--- src/sv/sefd_pkg.sv ---
// Shared types and constants for the serial event frame decoder.
// No dependencies; used by sefd_event_map and serial_event_frame_decoder.
`default_nettype none

package sefd_pkg;

  localparam int CfgAddrW = 3;
  localparam int CfgDataW = 16;

  localparam logic [CfgAddrW-1:0] REG_SYNC   = 3'd0;
  localparam logic [CfgAddrW-1:0] REG_LINK   = 3'd1;
  localparam logic [CfgAddrW-1:0] REG_CALL   = 3'd2;
  localparam logic [CfgAddrW-1:0] REG_PLAYER = 3'd3;
  localparam logic [CfgAddrW-1:0] REG_VOLUME = 3'd4;
  localparam logic [CfgAddrW-1:0] REG_TRACK  = 3'd5;

  localparam logic [3:0] EV_CONNECTED    = 4'd0;
  localparam logic [3:0] EV_DISCONNECTED = 4'd1;
  localparam logic [3:0] EV_INCOMING     = 4'd2;
  localparam logic [3:0] EV_OUTGOING     = 4'd3;
  localparam logic [3:0] EV_REJECTED     = 4'd4;
  localparam logic [3:0] EV_PLAYPAUSE    = 4'd5;
  localparam logic [3:0] EV_MUTE         = 4'd6;
  localparam logic [3:0] EV_VOL_UP       = 4'd7;
  localparam logic [3:0] EV_VOL_DOWN     = 4'd8;
  localparam logic [3:0] EV_TRACK        = 4'd9;

  localparam logic [7:0] PARAM_CONNECTED = 8'h01;
  localparam logic [7:0] CALL_ST_END     = 8'h00;
  localparam logic [7:0] CALL_ST_IN      = 8'h02;
  localparam logic [7:0] CALL_ST_OUT     = 8'h03;
  localparam logic [7:0] CALL_ST_ACTIVE  = 8'h04;
  localparam logic [7:0] PLAY_ST_A       = 8'h01;
  localparam logic [7:0] PLAY_ST_B       = 8'h02;
  localparam logic [7:0] VOL_MIN         = 8'h00;
  localparam logic [7:0] VOL_RESET       = 8'hFF;

  typedef enum logic [1:0] {
    CPH_IDLE    = 2'd0,
    CPH_RINGING = 2'd1,
    CPH_DIALING = 2'd2,
    CPH_TALKING = 2'd3
  } call_phase_t;

  typedef struct packed {
    logic [15:0] link;
    logic [15:0] call;
    logic [15:0] player;
    logic [15:0] volume;
    logic [15:0] track;
  } opcodes_t;

  typedef struct packed {
    logic [15:0] opcode;
    logic [7:0]  p_first;
    logic [7:0]  p_second;
    logic [7:0]  p_seventh;
    logic        has_one;
    logic        has_two;
    logic        has_seven;
  } frame_t;

  typedef struct packed {
    call_phase_t call_phase;
    logic [7:0]  last_volume;
    logic        baselined;
  } ctx_t;

endpackage

`default_nettype wire

--- src/sv/sefd_event_map.sv ---
// Maps one checked frame to at most one event and the next call/volume context.
// Depends on sefd_pkg.
`default_nettype none

module sefd_event_map
  import sefd_pkg::*;
(
  input  var frame_t     frame,
  input  var opcodes_t   opcodes,
  input  var ctx_t       ctx,
  output logic           ev,
  output logic [3:0]     code,
  output ctx_t           ctx_next
);

  always_comb begin
    ev       = 1'b0;
    code     = EV_CONNECTED;
    ctx_next = ctx;
    if (frame.opcode == opcodes.link) begin
      if (frame.has_one) begin
        ev   = 1'b1;
        code = (frame.p_first == PARAM_CONNECTED) ? EV_CONNECTED : EV_DISCONNECTED;
        ctx_next.last_volume = VOL_RESET;
        ctx_next.baselined   = 1'b0;
        ctx_next.call_phase  = CPH_IDLE;
      end
    end else if (frame.opcode == opcodes.call) begin
      if (frame.has_two) begin
        if (frame.p_second == CALL_ST_IN) begin
          ctx_next.call_phase = CPH_RINGING;
          ev   = 1'b1;
          code = EV_INCOMING;
        end else if (frame.p_second == CALL_ST_OUT) begin
          ctx_next.call_phase = CPH_DIALING;
          ev   = 1'b1;
          code = EV_OUTGOING;
        end else if (frame.p_second == CALL_ST_ACTIVE) begin
          ctx_next.call_phase = CPH_TALKING;
        end else if (frame.p_second == CALL_ST_END) begin
          ctx_next.call_phase = CPH_IDLE;
          ctx_next.baselined  = 1'b0;
          if (ctx.call_phase == CPH_RINGING) begin
            ev   = 1'b1;
            code = EV_REJECTED;
          end
        end
      end
    end else if (frame.opcode == opcodes.player) begin
      if (frame.has_seven &&
          (frame.p_seventh == PLAY_ST_A || frame.p_seventh == PLAY_ST_B)) begin
        ev   = 1'b1;
        code = EV_PLAYPAUSE;
      end
    end else if (frame.opcode == opcodes.volume) begin
      if (frame.has_one) begin
        if (ctx.call_phase != CPH_IDLE) begin
          ctx_next.last_volume = frame.p_first;
        end else if (!ctx.baselined) begin
          ctx_next.last_volume = frame.p_first;
          ctx_next.baselined   = 1'b1;
        end else if (frame.p_first == VOL_MIN && ctx.last_volume != VOL_MIN) begin
          ctx_next.last_volume = VOL_MIN;
          ev   = 1'b1;
          code = EV_MUTE;
        end else if (frame.p_first > ctx.last_volume) begin
          ctx_next.last_volume = frame.p_first;
          ev   = 1'b1;
          code = EV_VOL_UP;
        end else if (frame.p_first < ctx.last_volume) begin
          ctx_next.last_volume = frame.p_first;
          ev   = 1'b1;
          code = EV_VOL_DOWN;
        end
      end
    end else if (frame.opcode == opcodes.track) begin
      ev   = 1'b1;
      code = EV_TRACK;
    end
  end

endmodule

`default_nettype wire

--- src/sv/serial_event_frame_decoder.sv ---
// Serial event frame decoder: byte-wise frame parser, checksum check and event mapping.
// Depends on sefd_pkg and sefd_event_map.
//
//  channel  dir  handshake          payload (low bit up)
//  s_*      in   s_tvalid/s_tready  s_tdata[7:0] rx_byte
//  m_*      out  m_tvalid/m_tready  m_tdata: frame_sequence[7:0], frame_opcode[23:8],
//                                   checksum_good[24], event_valid[25], event_code[29:26]
//  cfg_*    in   cfg_we             cfg_addr register index, cfg_data value
//
// One byte per cycle while not stalled; an accepted byte is registered, then parsed.
// Only the checksum byte of a frame makes a result, registered when that byte is parsed.
// The parser stalls only while the result register is full and not taken.
// rst is synchronous; no clearing pass is needed after it.
`default_nettype none

module serial_event_frame_decoder
  import sefd_pkg::*;
#(
  parameter int MAX_PARAMS = 64
) (
  input  wire                 clk,
  input  wire                 rst,
  input  wire                 s_tvalid,
  output logic                s_tready,
  input  wire  [7:0]          s_tdata,   // rx_byte[7:0]
  output logic                m_tvalid,
  input  wire                 m_tready,
  output logic [31:0]         m_tdata,   // frame_sequence, frame_opcode, checksum_good,
                                         // event_valid, event_code, zero pad
  input  wire                 cfg_we,
  input  wire  [CfgAddrW-1:0] cfg_addr,
  input  wire  [CfgDataW-1:0] cfg_data
);

  localparam int CW = $clog2(MAX_PARAMS + 1);

  typedef enum logic [2:0] {
    PH_SYNC, PH_SEQ, PH_LENL, PH_LENH, PH_OPCL, PH_OPCH, PH_PARAMS, PH_CHK
  } phase_t;

  logic [7:0]  sync_value;
  opcodes_t    opcodes;

  logic        in_vld;
  logic [7:0]  in_byte;
  logic        go;

  phase_t      phase;
  logic [7:0]  sequence_hold;
  logic [7:0]  length_low;
  logic [15:0] params_left;
  logic [15:0] opcode_hold;
  logic [CW-1:0] param_count;
  logic [7:0]  param_first;
  logic [7:0]  param_second;
  logic [7:0]  param_seventh;
  logic [7:0]  sum_acc;
  ctx_t        ctx;

  frame_t      frame;
  logic        ev;
  logic [3:0]  code;
  ctx_t        ctx_next;
  logic        good;
  logic        chk_fire;

  assign go       = in_vld && (!m_tvalid || m_tready);
  assign s_tready = !in_vld || go;
  assign good     = (in_byte + sum_acc) == 8'd0;
  assign chk_fire = go && (phase == PH_CHK);

  always_comb begin
    frame.opcode    = opcode_hold;
    frame.p_first   = param_first;
    frame.p_second  = param_second;
    frame.p_seventh = param_seventh;
    frame.has_one   = param_count != '0;
    frame.has_two   = param_count >= CW'(2);
    frame.has_seven = param_count >= CW'(7);
  end

  sefd_event_map u_map (
    .frame    (frame),
    .opcodes  (opcodes),
    .ctx      (ctx),
    .ev       (ev),
    .code     (code),
    .ctx_next (ctx_next)
  );

  always_ff @(posedge clk) begin
    if (rst) begin
      sync_value     <= 8'd170;
      opcodes        <= '0;
    end else if (cfg_we) begin
      case (cfg_addr)
        REG_SYNC:   sync_value     <= cfg_data[7:0];
        REG_LINK:   opcodes.link   <= cfg_data;
        REG_CALL:   opcodes.call   <= cfg_data;
        REG_PLAYER: opcodes.player <= cfg_data;
        REG_VOLUME: opcodes.volume <= cfg_data;
        REG_TRACK:  opcodes.track  <= cfg_data;
        default: ;
      endcase
    end
  end

  always_ff @(posedge clk) begin
    if (rst) begin
      in_vld <= 1'b0;
    end else if (s_tready) begin
      in_vld <= s_tvalid;
    end
    if (s_tready && s_tvalid) begin
      in_byte <= s_tdata;
    end
  end

  always_ff @(posedge clk) begin
    if (rst) begin
      phase                <= PH_SYNC;
      params_left          <= '0;
      param_count          <= '0;
      sum_acc              <= '0;
      ctx.call_phase       <= CPH_IDLE;
      ctx.last_volume      <= VOL_RESET;
      ctx.baselined        <= 1'b0;
      m_tvalid             <= 1'b0;
    end else begin
      if (chk_fire) begin
        m_tvalid <= 1'b1;
      end else if (m_tready) begin
        m_tvalid <= 1'b0;
      end
      if (go) begin
        case (phase)
          PH_SYNC: begin
            if (in_byte == sync_value) begin
              param_count <= '0;
              params_left <= '0;
              sum_acc     <= '0;
              phase       <= PH_SEQ;
            end
          end
          PH_SEQ: begin
            sequence_hold <= in_byte;
            sum_acc       <= in_byte;
            phase         <= PH_LENL;
          end
          PH_LENL: begin
            length_low <= in_byte;
            sum_acc    <= sum_acc + in_byte;
            phase      <= PH_LENH;
          end
          PH_LENH: begin
            if (in_byte == 8'd0 && length_low[7:1] == 7'd0) begin
              // length below 2: drop frame
              phase       <= PH_SYNC;
              param_count <= '0;
              params_left <= '0;
              sum_acc     <= '0;
            end else begin
              sum_acc     <= sum_acc + in_byte;
              params_left <= {in_byte, length_low} - 16'd2;
              phase       <= PH_OPCL;
            end
          end
          PH_OPCL: begin
            opcode_hold <= {8'd0, in_byte};
            sum_acc     <= sum_acc + in_byte;
            phase       <= PH_OPCH;
          end
          PH_OPCH: begin
            opcode_hold[15:8] <= in_byte;
            sum_acc           <= sum_acc + in_byte;
            param_count       <= '0;
            phase             <= (params_left == 16'd0) ? PH_CHK : PH_PARAMS;
          end
          PH_PARAMS: begin
            if (param_count < CW'(MAX_PARAMS)) begin
              if (param_count == CW'(0)) begin
                param_first <= in_byte;
              end else if (param_count == CW'(1)) begin
                param_second <= in_byte;
              end else if (param_count == CW'(6)) begin
                param_seventh <= in_byte;
              end
              param_count <= param_count + CW'(1);
            end
            sum_acc     <= sum_acc + in_byte;
            params_left <= params_left - 16'd1;
            if (params_left == 16'd1) begin
              phase <= PH_CHK;
            end
          end
          PH_CHK: begin
            m_tdata  <= {2'b00, (good && ev) ? code : EV_CONNECTED, good && ev, good,
                         opcode_hold, sequence_hold};
            if (good) begin
              ctx <= ctx_next;
            end
            phase       <= PH_SYNC;
            param_count <= '0;
            params_left <= '0;
            sum_acc     <= '0;
          end
          default: phase <= PH_SYNC;
        endcase
      end
    end
  end

`ifndef SYNTHESIS
  a_event_needs_good: assert property (@(posedge clk) disable iff (rst)
    m_tvalid && m_tdata[25] |-> m_tdata[24])
    else $error("event flagged on a frame with bad checksum");

  a_code_zero_idle: assert property (@(posedge clk) disable iff (rst)
    m_tvalid && !m_tdata[25] |-> m_tdata[29:26] == EV_CONNECTED)
    else $error("event code not zero without event");

  a_stall_cause: assert property (@(posedge clk) disable iff (rst)
    !s_tready |-> in_vld && m_tvalid && !m_tready)
    else $error("input stalled without a blocked result");

  a_result_from_chk: assert property (@(posedge clk) disable iff (rst)
    !$past(rst) && m_tvalid && !$past(m_tvalid && !m_tready) |-> $past(chk_fire))
    else $error("result appeared without a checksum byte");

  a_ctx_only_on_chk: assert property (@(posedge clk) disable iff (rst)
    !$past(rst) && ctx != $past(ctx) |-> $past(chk_fire && good))
    else $error("call/volume context changed outside a checked frame");
`endif

endmodule

`default_nettype wire

--- config.mk ---
export PLATFORM = sky130hd
export DESIGN_NAME = serial_event_frame_decoder
export DESIGN_NICKNAME = d
export VERILOG_FILES = /design/src/sv/sefd_pkg.sv /design/src/sv/sefd_event_map.sv /design/src/sv/serial_event_frame_decoder.sv
export SDC_FILE = /design/constraint.sdc
export NUM_CORES = 1
export LEC_CHECK = 0
export BUFFER_PORTS_ARGS = -buffer_cell sky130_fd_sc_hd__buf_2
export CAP_MARGIN = 10
export CORE_MARGIN = 8
export CORE_UTILIZATION = 65
export CTS_CLUSTER_DIAMETER = 50
export DETAILED_ROUTE_END_ITERATION = 16
export PLACE_DENSITY_LB_ADDON = 0.3
export SYNTH_ARGS = -nofsm -noshare
export SYNTH_HDL_FRONTEND = slang
export SYNTH_SLANG_ARGS = --single-unit
export TNS_END_PERCENT = 50
--- constraint.sdc ---
create_clock -name clk -period 6.3 [get_ports clk]
set_input_delay 0.315 -clock clk [delete_from_list [all_inputs] [get_ports clk]]
set_output_delay 0.315 -clock clk [all_outputs]
set_load 0.005 [all_outputs]
======== Word-level counts from Yosys, hierarchy flattened ========
Index checks and enable logic that the tools add are counted.
operators by class
  add/sub/neg operators ................... 4
  multiply operators ...................... 0
  div/mod/pow operators ................... 0
  $lt $le $gt $ge ......................... 5
  equality and inequality tests ........... 44
  shift-type cells ........................ 0
  mux-type cells .......................... 81
  bitwise gates (word level) .............. 3
  reductions and logical operators ........ 56
operators with widths
  operator               count
  $eq 16x16->1           5
  $mux 4                 17
  $mux 8                 8
  $pmux 16 s4            1
  $pmux 8 s5             1
  $logic_not 8->1        4
  $mux 16                2
  $mux 1                 30
  $pmux 7 s4             1
  $mux 9                 3
  $eq 8x2->1 const B     3
  $pmux 3 s8             1
  $mux 11                2
  $mux 7                 3
  $reduce_and 3->1       7
  $eq 3x3->1 const B     6
  $eq 16x1->1 const B    1
  $eq 8x1->1 const B     2
  $logic_not 16->1       1
  $pmux 8 s2             1
  $sub 16x1->16 const B  1
  $sub 16x2->16 const B  1
  $mux 3                 5
  $ne 3x2->1 const B     5
  other kinds (40)       82
storage, ports and cells
  bits in registers ....................... 229
  bits in latches ......................... 0
  memory bits (writable) .................. 0
  bits in read-only memories .............. 0
  input bits .............................. 32
  output and inout bits ................... 34
  logic and storage cells ................. 218
  memories ................................ 0

======== Logic depth before layout (Yosys ltp) ========
Gate-level depths: netlist of the first run.
  depth in word-level cells ............... 12
  gate-level depth with buffers ........... 10
  depth with buffers taken out ............ 9

======== Hierarchy ========
A second synthesis of the first run with hierarchy kept.
second synthesis, totals
  cells, all modules ...................... 1176
  area, all modules ....................... 11324.6 µm²
by module, submodules not included
  module                      instances  cells each  area each (µm²)  sequential area each (µm²)
  serial_event_frame_decoder  1          904         9298.9           5525.3
  sefd_event_map              1          272         2025.7           0.0

======== Worst setup path before layout of the first run ========
No wires, ideal clock.
  path kind ............................... reg2reg
  start ................................... register in_byte[0]
  end ..................................... register, netlist name ctx[1]
  arrival ................................. 2.832 ns
  slack ................................... 3.333 ns
  stages on the path, launching flop included .. 10
  clock period less this slack ............ 2.967 ns
  path through ............................ edfxtp_1 -> ha_1 -> fa_1 -> a211oi_1 -> o21bai_1 -> a2111oi_0 -> nand3_1 -> nor2_1 -> nand3_1 -> mux2i_1
on the way
  cells in the longest elaborated chain, start to end .. 3
RTL lines
  what                        line                               RTL
  start: declaration          serial_event_frame_decoder.sv:45   logic [7:0] in_byte;
  start signal: assignment    serial_event_frame_decoder.sv:115  in_byte <= s_tdata;
  $add 8x8->8                 serial_event_frame_decoder.sv:69   assign good = (in_byte + sum_acc) == 8'd0;
  $logic_not 8->1             serial_event_frame_decoder.sv:69
  $reduce_and 9->1 (no line)  -
Every way passes these cells.
A chain may end at the register's enable or synchronous reset.

======== Final worst setup path of the first run ========
  start ................................... register in_byte[0]
  end ..................................... register, netlist name ctx[3]
on the way
  cells in the longest elaborated chain, start to end .. 3
RTL lines
  what                        line
  $add 8x8->8                 serial_event_frame_decoder.sv:69
  $logic_not 8->1             serial_event_frame_decoder.sv:69
  $reduce_and 9->1 (no line)  -
Every way passes these cells.

==> impl_results.md, run 1 <==
- Status: completed
- Final antenna-violating net count: 0
- Standard-cell row count: 47
- Number of clock buffers inserted by TritonCTS: 27
- Vias: 8460
- Core Footprint: between 0.015 and 0.02 mm²
- Cell internal power dissipation: 0.00247 W
- Cell Area, Placed: 0.0111 mm²
- Fin area: approximately 0.012 mm²
- Launch point of the worst reg-to-reg path: in_byte[0]
- Destination of the critical timing path: ctx[3]
- Initial DRC count: around 770
- Levels on crit path: 9
- Post-Syn Area: between 0.01 and 0.015 mm²
- Post-DR wirelength/cell: 18.6 µm
- Clock Tree Root: sky130_fd_sc_hd__clkbuf_16
- Setup fix buffers added after clock tree synthesis: 0
- Post-synth cell types: 63
- Clock tree buffer depth: 3
- Final worst path period need: 4.14 ns
- CP cell instances: ha_1 > fa_1 > a211oi_1 > o21bai_1 > a2111oi_0 > nand3_1 > nor2_1 > nand3_1 > mux2i_1
- Normalized max-slew margin: about a fifth
- Maximum fanout along the worst path: 15
- Avg Inst Size Synth: 9.60 µm²
- Flops & latches, synth: 229
- Area of all sequential standard cells: 0.00553 mm²
- Maximum vdd drop: 0.000227 V
- H-tree lvl count: 1
- Reg-to-reg setup timing slack: about 2.2 ns
- Slowest stage cell, crit path: sky130_fd_sc_hd__a2111oi_0
- Critical path's most frequent cell: sky130_fd_sc_hd__nand3_1
- Ant. Diodes: 0
- Share of the clock period used by the worst path after layout: 65.7%
- P&R area growth vs syn: 12.6%
- Largest area contributor in the synthesized netlist: sky130_fd_sc_hd__edfxtp_1
- Clock tree from TritonCTS: built
- FFs w/ async S/R, synth: 0%
- Global Route Usage Sum: 25.1%
- Maximum cell stage delay along the critical path: around 0.96 ns
- Die Outline Area: roughly 0.021 mm²
- Type of origin of the critical path: flop
- Max cap viols: 0
- Gate count after technology mapping: 1119
- WP data required: roughly 6.7 ns
- Static leakage power: 4.37 nW
- Sum of overflow across all layers after global routing: 0
- Largest net degree at the start of global routing: 77
- Vert. Die Dim: 145 µm
- DRT Pass-1 Iters: 6
- Count of endpoints failing hold in the final timing report: 0
- Setup crit start: in_byte[0]
- Predominant post-synthesis flop cell: sky130_fd_sc_hd__dfxtp_1
- Final estimated routing congestion in global placement: 0.881
- Clock slew at reported path FFs: 0.06 ns
- Seq/Total Area, Yosys: 51.5%
- Setup repair after global routing missed its margin: no
- Initial Utilization: 65.7%
- Area of combinational cells with multiple inputs: between 0.004 and 0.005 mm²
- Critical register-to-register path endpoint: ctx[3]
- Synthesis warning total: 0
- Setup Skew: 0.0132 ns
- Die width: approximately 140 µm
- CP bufs+invs: 0
- Detailed placer's ending HPWL: ~17 mm
- Layout filler cell count: 1136
- Cell family with most CP delay: compound AO/OA/AOI/OAI gates
- First-pass GRT wire length: just over 40 mm
- Switching part of the total power: 22.5%
- I/O pin count: 66
- Clock latency reported for the late side of the worst-skew pair: 0.53 ns
- Count of flip-flops with a built-in enable after synthesis: 94
- Setup TNS Final: 0 ns
- Initial antenna violation count: 0
- Share of post-route cells with drive strength above 1: between 10% and 20%
- Part of the power in the clock network: between 40 and 50%
- Via count of the first global-routing pass: 7923
- Final setup vio count: 0
- Cell types occupying the most area after synthesis: sky130_fd_sc_hd__edfxtp_1 26%, sky130_fd_sc_hd__dfxtp_1 25%, sky130_fd_sc_hd__nand2_1 7.0%, sky130_fd_sc_hd__xnor2_1 6.0%, sky130_fd_sc_hd__a21oi_1 5.2%
- Kind of critical path: reg2reg
- Max Transition Viols Final: 0
- Port Buf Inserts: between 60 and 70
- Maximum clock rate: roughly 240 MHz
- Synth top area share: roughly a quarter
- Total number of clock tree sinks: 229
- Avg Vias per Cell: roughly 6
- Endpoint class of the critical path: flop
- DRC Markers: 0
- Number of nets in the layout: 1222
- PD cells: 264 mW/mm²
- Net switching power: 0.000719 W
- Reg2reg path depth: 9
- Worst hold path class: in2reg
- Combinational fraction of design power: between 3 and 4%
- Routed wire length: ~26 mm
- Worst Max-Slew Pin Slew: 1.18 ns
- Proportion of power drawn by flip-flops and latches: slightly below 50%
- Worst EP arrival: 4.53 ns
[flip-flops by register name (all words and copies together), names as in the netlist, 11 cells and up]
register / flops
ctx: 11
m_tdata: 30
opcode_hold: 16
opcodes: 80
params_left: 16
[cells in the mapped netlist, types with 2 or more instances]
cell                        number
sky130_fd_sc_hd__and4_1          3
sky130_fd_sc_hd__xnor2_1        73
sky130_fd_sc_hd__o21bai_1        2
sky130_fd_sc_hd__edfxtp_1       94
sky130_fd_sc_hd__and2_1          5
sky130_fd_sc_hd__nor4_1         19
sky130_fd_sc_hd__nor2_1         69
sky130_fd_sc_hd__o211ai_1        7
sky130_fd_sc_hd__nor2b_1         8
sky130_fd_sc_hd__a2111oi_0       2
sky130_fd_sc_hd__o31ai_1         5
sky130_fd_sc_hd__or2_2           4
sky130_fd_sc_hd__or3b_2          2
sky130_fd_sc_hd__nand4_1        21
sky130_fd_sc_hd__o22ai_1        11
sky130_fd_sc_hd__a211oi_1        7
sky130_fd_sc_hd__nand4b_1        3
sky130_fd_sc_hd__dfxtp_1       135
sky130_fd_sc_hd__or4_1          11
sky130_fd_sc_hd__a22oi_1        19
sky130_fd_sc_hd__nand2b_1        8
sky130_fd_sc_hd__o41a_1          2
sky130_fd_sc_hd__a21oi_1       111
sky130_fd_sc_hd__ha_1           27
sky130_fd_sc_hd__buf_6           2
sky130_fd_sc_hd__a31oi_1         3
sky130_fd_sc_hd__inv_1          24
sky130_fd_sc_hd__a311oi_1        2
sky130_fd_sc_hd__nor3b_1         4
sky130_fd_sc_hd__xor2_1         43
sky130_fd_sc_hd__and3_1         14
sky130_fd_sc_hd__buf_4           2
sky130_fd_sc_hd__mux2i_1        21
sky130_fd_sc_hd__o21ai_0        25
sky130_fd_sc_hd__nand3_1        12
sky130_fd_sc_hd__nand2_1       200
sky130_fd_sc_hd__clkbuf_1       57
sky130_fd_sc_hd__nand3b_1        4
sky130_fd_sc_hd__or3_1           5
sky130_fd_sc_hd__nor3_1         25
sky130_fd_sc_hd__buf_1           3
sky130_fd_sc_hd__a21o_1          4
[power groups by stage]
| stage | Combinational (W) | Clock [W] | Sequential [W] |
|---|---|---|---|
| after floorplan | 0.0000708 | 0 | 0.00160 |
| after global placement | 0.000100 | 0 | 0.00161 |
| after detailed placement | 0.000102 | 0 | 0.00161 |
| after CTS | 0.000107 | 0.00152 | 0.00158 |
| after global routing | 0.000119 | 0.00157 | 0.00158 |
| final | 0.000109 | 0.00151 | 0.00158 |
[repair_timing]
action,4_1_cts,5_1_grt
hold buffers,8,0
hold endpoints to repair,8,0
gates resized for setup,0,0
[cell type report]
class,count,area share [%]
inverter,24,0.745
clock buffer,36,6.11
sequential,229,45.7
tap,220,2.28
timing repair buffer,78,3.72
multi-input combinational,802,40.4
clock inverter,14,1.10
[cells by family after synthesis]
family	share of synthesized area, %
xor gates and xnor gates	9.46
muxes	2.06
DFF	51.5
and+or+nand+nor	18.4
AOI/OAI and AO/OA	11.9
buffers and inverters	3.33
adders and majority gates	3.33
other	0.0349
[placed cells by master (no fill, tap or decap), types with 25 or more instances in the layout]
| cell | Yosys | routed |
|---|---|---|
| sky130_fd_sc_hd__a21oi_1 | 111 | 111 |
| sky130_fd_sc_hd__buf_2 | 1 | 62 |
| sky130_fd_sc_hd__clkbuf_16 | 0 | 27 |
| sky130_fd_sc_hd__dfxtp_1 | 135 | 135 |
| sky130_fd_sc_hd__edfxtp_1 | 94 | 94 |
| sky130_fd_sc_hd__ha_1 | 27 | 27 |
| sky130_fd_sc_hd__nand2_1 | 200 | 200 |
| sky130_fd_sc_hd__nor2_1 | 69 | 68 |
| sky130_fd_sc_hd__nor3_1 | 25 | 25 |
| sky130_fd_sc_hd__o21ai_0 | 25 | 25 |
| sky130_fd_sc_hd__xnor2_1 | 73 | 73 |
| sky130_fd_sc_hd__xor2_1 | 43 | 43 |
[per-layer routing]
layer | GRT usage [%] | vias up | share of wire, %
met2 | 41.5 | 354 | 48
li1 | - | 4028 | -
met3 | 3.63 | 79 | 7.6
met5 | 0 | - | 0
met1 | 32.3 | 3999 | 41
met4 | 10.5 | 0 | 3.7
[worst min path at each step]
stage | startpoint | cells past startpoint | endpoint | slack (ns)
4_1_cts | s_tvalid | 3 | in_vld | 0.04
5_1_grt | s_tvalid | 3 | in_vld | 0.06
3_5_place_dp | sequence_hold[3] | 0 | m_tdata[3] | 0.40
2_1_floorplan | sequence_hold[0] | 0 | m_tdata[0] | 0.40
6_report | s_tvalid | 3 | in_vld | 0.04
3_3_place_gp | sequence_hold[5] | 0 | m_tdata[5] | 0.40
[metrics by stage]
step / instances / worst slack (ns) / util (%) / hold slack [ns] / total power (W)
after global placement: 1345 / 2.44 / 68.2 / 0.402 / 0.00171
final: 1403 / 2.16 / 74.0 / 0.0440 / 0.00319
after detailed placement: 1345 / 2.29 / 68.2 / 0.405 / 0.00171
after floorplan: 1120 / 3.33 / - / 0.400 / 0.00167
after global routing: 1403 / 1.87 / 74.0 / 0.0573 / 0.00327
after CTS: 1403 / 2.32 / 74.0 / 0.0384 / 0.00320
[worst reg2reg max path, stage by stage (launching register included)]
cell and delay [ns]:
sky130_fd_sc_hd__edfxtp_1 0.63, sky130_fd_sc_hd__ha_1 0.36, sky130_fd_sc_hd__fa_1 0.42, sky130_fd_sc_hd__a211oi_1 0.35, sky130_fd_sc_hd__o21bai_1 0.15, sky130_fd_sc_hd__a2111oi_0 0.96
sky130_fd_sc_hd__nand3_1 0.29, sky130_fd_sc_hd__nor2_1 0.20, sky130_fd_sc_hd__nand3_1 0.41, sky130_fd_sc_hd__mux2i_1 0.24
No activity file was read; power rests on OpenSTA's default activity.
==> inputs of run 2 (changes only) <==
--- a/config.mk
+++ b/config.mk
@@ -5,10 +5,11 @@
 export SDC_FILE = /design/constraint.sdc
 export NUM_CORES = 1
 export LEC_CHECK = 0
+export ABC_AREA = 1
 export BUFFER_PORTS_ARGS = -buffer_cell sky130_fd_sc_hd__buf_2
 export CAP_MARGIN = 10
 export CORE_MARGIN = 8
-export CORE_UTILIZATION = 65
+export CORE_UTILIZATION = 55
 export CTS_CLUSTER_DIAMETER = 50
 export DETAILED_ROUTE_END_ITERATION = 16
 export PLACE_DENSITY_LB_ADDON = 0.3
==> constraint.sdc (replaced) <==
create_clock -name clk -period 3.4 [get_ports clk]
set_input_delay 0.17 -clock clk [delete_from_list [all_inputs] [get_ports clk]]
set_output_delay 0.17 -clock clk [all_outputs]
set_load 0.005 [all_outputs]
==> run 2 against run 1 <==
Sequential share of layout area decreased by 3.3 points. Routed wire length grew 8.0%. Synthesized area is 6.7% higher. Die area is 23% higher. Largest cell class unchanged. Sequential power is 85% higher. Combinational power rose to 2.7 times the previous value. Final area rose by 7.7%. Critical path type unchanged. Clock-buffer cell count increased by 1.
==> impl_results.md, run 2 <==
- Initial antenna violation count: 0 (unchanged)
- Most frequent cell after synthesis: sky130_fd_sc_hd__nand2_1
- Die width: 160 µm (+11%)
- Setup fix buffers added after clock tree synthesis: 0 (unchanged)
- Most numerous cell types in the synthesized netlist: 299 x sky130_fd_sc_hd__nand2_1, 246 x sky130_fd_sc_hd__nor2_1, 149 x sky130_fd_sc_hd__inv_1
- Combinational fraction of design power: 5.0% (+1.6 points)
- Design Power: 0.00587 W (+84%)
- Gate count after technology mapping: 1448 (+29%)
- Share of the clock period used by the worst path after layout: 80.3% (+15 points)
- Cell types occupying the most area after synthesis: sky130_fd_sc_hd__edfxtp_1 25%, sky130_fd_sc_hd__dfxtp_1 24%, sky130_fd_sc_hd__nand2_1 9.8%, sky130_fd_sc_hd__nor2_1 8.1%, sky130_fd_sc_hd__inv_1 4.9%
- Clock latency reported for the late side of the worst-skew pair: 0.52 ns (about the same)
- Clock tree buffer depth: 3 (unchanged)
- Post-cts sizing count: 0 (unchanged)
- Commonest cells after routing, fill and taps aside: 299 x sky130_fd_sc_hd__nand2_1, 245 x sky130_fd_sc_hd__nor2_1, 148 x sky130_fd_sc_hd__inv_1, 135 x sky130_fd_sc_hd__dfxtp_1, 110 x sky130_fd_sc_hd__o21ai_0
- Port Buf Inserts: 63 (unchanged)
- DRC Markers: 0 (unchanged)
- Max cap viols: 0 (unchanged)
- First-pass GRT wire length: 46.0 mm (+11%)
- Share of post-route cells with drive strength above 1: 10.3% (-0.66 points)
- Flops & latches, synth: 229 (unchanged)
- Initial DRC count: 681 (-11%)
- Maximum vdd drop: 0.000346 V (+53%)
- Initial Utilization: 56.2% (-9.4 points)
- Largest net degree at the start of global routing: 39 (-49%)
- Clock slew at reported path FFs: 0.06 ns (about the same)
- Most common cell after layout, fill and taps aside: sky130_fd_sc_hd__nand2_1
- Routed wire length: 28.1 mm (+8.0%)
- P&R area growth vs syn: 13.8%
- Launch point of the worst reg-to-reg path: in_byte[0]
- Worst-case hold slack: 0.00717 ns (-0.0369 ns)
- Setup TNS Final: 0 ns (unchanged)
- Endpoint with the worst hold slack: m_tvalid
- Worst Max-Slew Pin Slew: 0.969 ns (-0.211 ns)
- Number of hold buffers added after cts: 26 (+18)
- Maximum fanout along the worst path: 11 (-4)
- Cell internal power dissipation: 0.00455 W (+84%)
- Reg-to-reg setup timing slack: 0.67 ns (-1.49 ns)
- Sum of overflow across all layers after global routing: 0 (unchanged)
- Number of clock buffers inserted by TritonCTS: 26 (-3.7%)
- Count of flip-flops with a built-in enable after synthesis: 94 (unchanged)
- Proportion of power drawn by flip-flops and latches: 49.8% (+0.4 points)
- Clock Tree Root: sky130_fd_sc_hd__clkbuf_16
- Kind of critical path: reg2reg
- Clock tree from TritonCTS: built
- Seq/Total Area, Yosys: 48.2% (-3.2 points)
- PD cells: 451 mW/mm² (+71%)
- Worst EP arrival: 3.11 ns (-1.42 ns)
- Avg Vias per Cell: 5.29 (-12%)
- Cell Area, Placed: 0.0120 mm² (+7.3%)
- Endpoint class of the critical path: flop
- Maximum clock rate: 366 MHz (+52%)
- Net switching power: 0.00132 W (+84%)
- Area of all sequential standard cells: 0.00553 mm² (unchanged)
- Standard-cell row count: 52 (+11%)
- DRT Pass-1 Iters: 5 (-1)
- Flip-flop count of the largest register after layout: 80 (unchanged)
- FFs w/ async S/R, synth: 0% (unchanged)
- Total number of clock tree sinks: 229 (unchanged)
- Type of origin of the critical path: flop
- Static leakage power: 5.61 nW (+28%)
- Number of nets in the layout: 1590 (+30%)
- Count of endpoints failing hold in the final timing report: 0 (unchanged)
- Top register by number of flip-flops: opcodes
- Worst hold path class: in2reg
- Final antenna-violating net count: 0 (unchanged)
- Final cell utilization of the core: 64.0% (-10 points)
- Synthesis warning total: 0 (unchanged)
- Detailed placer's ending HPWL: 19.6 mm (+13%)
- Max Transition Viols Final: 0 (unchanged)
- Vert. Die Dim: 160 µm (+11%)
- Predominant post-synthesis flop cell: sky130_fd_sc_hd__dfxtp_1
- Post-DR wirelength/cell: 15.5 µm (-17%)
- Normalized max-slew margin: 34.9% (+14 points)
- Critical register-to-register path endpoint: ctx[8]
- Final setup vio count: 0 (unchanged)
- Final worst path period need: 2.73 ns (-1.41 ns)
- Setup repair after global routing missed its margin: no
- Final estimated routing congestion in global placement: 0.899 (+2.0%)
- Switching part of the total power: 22.5% (-0.024 points)
- Largest registers in the final layout: opcodes: 80 flops, m_tdata: 30 flops
- Post-Syn Area: 0.0115 mm² (+6.7%)
- WP data required: 3.78 ns (-2.92 ns)
- Largest area contributor in the synthesized netlist: sky130_fd_sc_hd__edfxtp_1
- Global Route Usage Sum: 21.6% (-3.5 points)
- Ant. Diodes: 0 (unchanged)
- Reg2reg path depth: 11 (+2)
- Vias: 9630 (+14%)
- Post-synth cell types: 55 (-13%)
- Die Outline Area: 0.0257 mm² (+23%)
- Area of combinational cells with multiple inputs: 0.00504 mm² (+3.3%)
- Core Footprint: 0.0204 mm² (+25%)
- Fin area: 0.0130 mm² (+7.7%)
- Via count of the first global-routing pass: 9168 (+16%)
- Setup Skew: 0.0136 ns (+0.000434 ns)
- Layout filler cell count: 1705 (+50%)
- Hold Path Cell Cnt: 3 (unchanged)
- Hold_sp: m_tready
- Status: completed
- H-tree lvl count: 1 (unchanged)
- I/O pin count: 66 (unchanged)
- Part of the power in the clock network: 45.3% (-1.8 points)
- Avg Inst Size Synth: 7.91 µm² (-18%)
- Synth top area share: 24.6% (-1.6 points)
run 2: changes by cell type after synthesis, sizes merged, moves of 19 or more:
cell / delta
xnor2: -43
o21ai: +88
mux2i: -21
inv: +135
a22oi: -19
nand3: +53
nand2: +108
a21oi: -25
clkbuf: -30
nor2: +185
run 2: worst max-delay path by stage:
stage,startpoint,end,slack [ns],cells past startpoint
CTS,in_byte[0],ctx[4],0.71,11
global route,in_byte[0],ctx[8],0.47,11
floorplan,m_tvalid,m_tdata[0],0.99,7
detailed placement,in_byte[0],ctx[7],0.72,11
global placement,in_byte[0],ctx[1],0.76,11
finish,in_byte[0],ctx[8],0.67,11
run 2: logic make-up (layout without fill, tap and decap cells):
| family | Yosys count | in the layout | share of synthesized area (%) |
|---|---|---|---|
| compound gates | 223 | 223 | 10.4 |
| xor+xnor | 70 | 70 | 5.35 |
| fa+ha+maj | 28 | 28 | 3.12 |
| buf+inv | 213 | 313 | 7.83 |
| flops | 229 | 229 | 48.2 |
| other cells | 1 | 2 | 0.0327 |
| simple gates | 684 | 684 | 25.0 |
run 2: final cells by class:
cell class,count,area share [%]
multi-input cells,1007,38.7
well taps,270,2.59
repair buffers,106,5.40
inverters,160,4.65
flip-flops and latches,229,42.4
clock inverters,10,0.490
clock buffers,37,5.79
run 2: power groups by stage:
stage,combinational [W],clock [W],sequential (W)
floorplan,0.000158,0,0.00298
global placement,0.000258,0,0.00298
detailed placement,0.000263,0,0.00298
CTS,0.000288,0.00269,0.00292
global route,0.000324,0.00281,0.00292
finish,0.000291,0.00266,0.00292
run 2: critical path, stage by stage (launching register included):
cell and delay [ns]:
sky130_fd_sc_hd__edfxtp_1 0.38, sky130_fd_sc_hd__ha_1 0.24, sky130_fd_sc_hd__fa_1 0.43, sky130_fd_sc_hd__xor2_1 0.19
sky130_fd_sc_hd__nor3_1 0.16, sky130_fd_sc_hd__nand3_1 0.11, sky130_fd_sc_hd__nor2_2 0.13, sky130_fd_sc_hd__nand4_2 0.16
sky130_fd_sc_hd__nor2_2 0.41, sky130_fd_sc_hd__nand2_2 0.19, sky130_fd_sc_hd__nand2_1 0.11, sky130_fd_sc_hd__nand3_1 0.07
run 2: routing by layer:
metal	up-vias	share of wire (%)	global-route usage (%)
met5	-	0	0
met1	4449	45	29.2
met2	301	46	35.5
met3	42	6.8	3.12
li1	4838	-	-
met4	0	2.1	5.86
run 2: through the flow:
stage,instances,worst slack (ns)
after floorplan,1449,0.988
final,1819,0.670
after global routing,1819,0.472
after global placement,1746,0.763
after detailed placement,1746,0.724
after CTS,1819,0.707
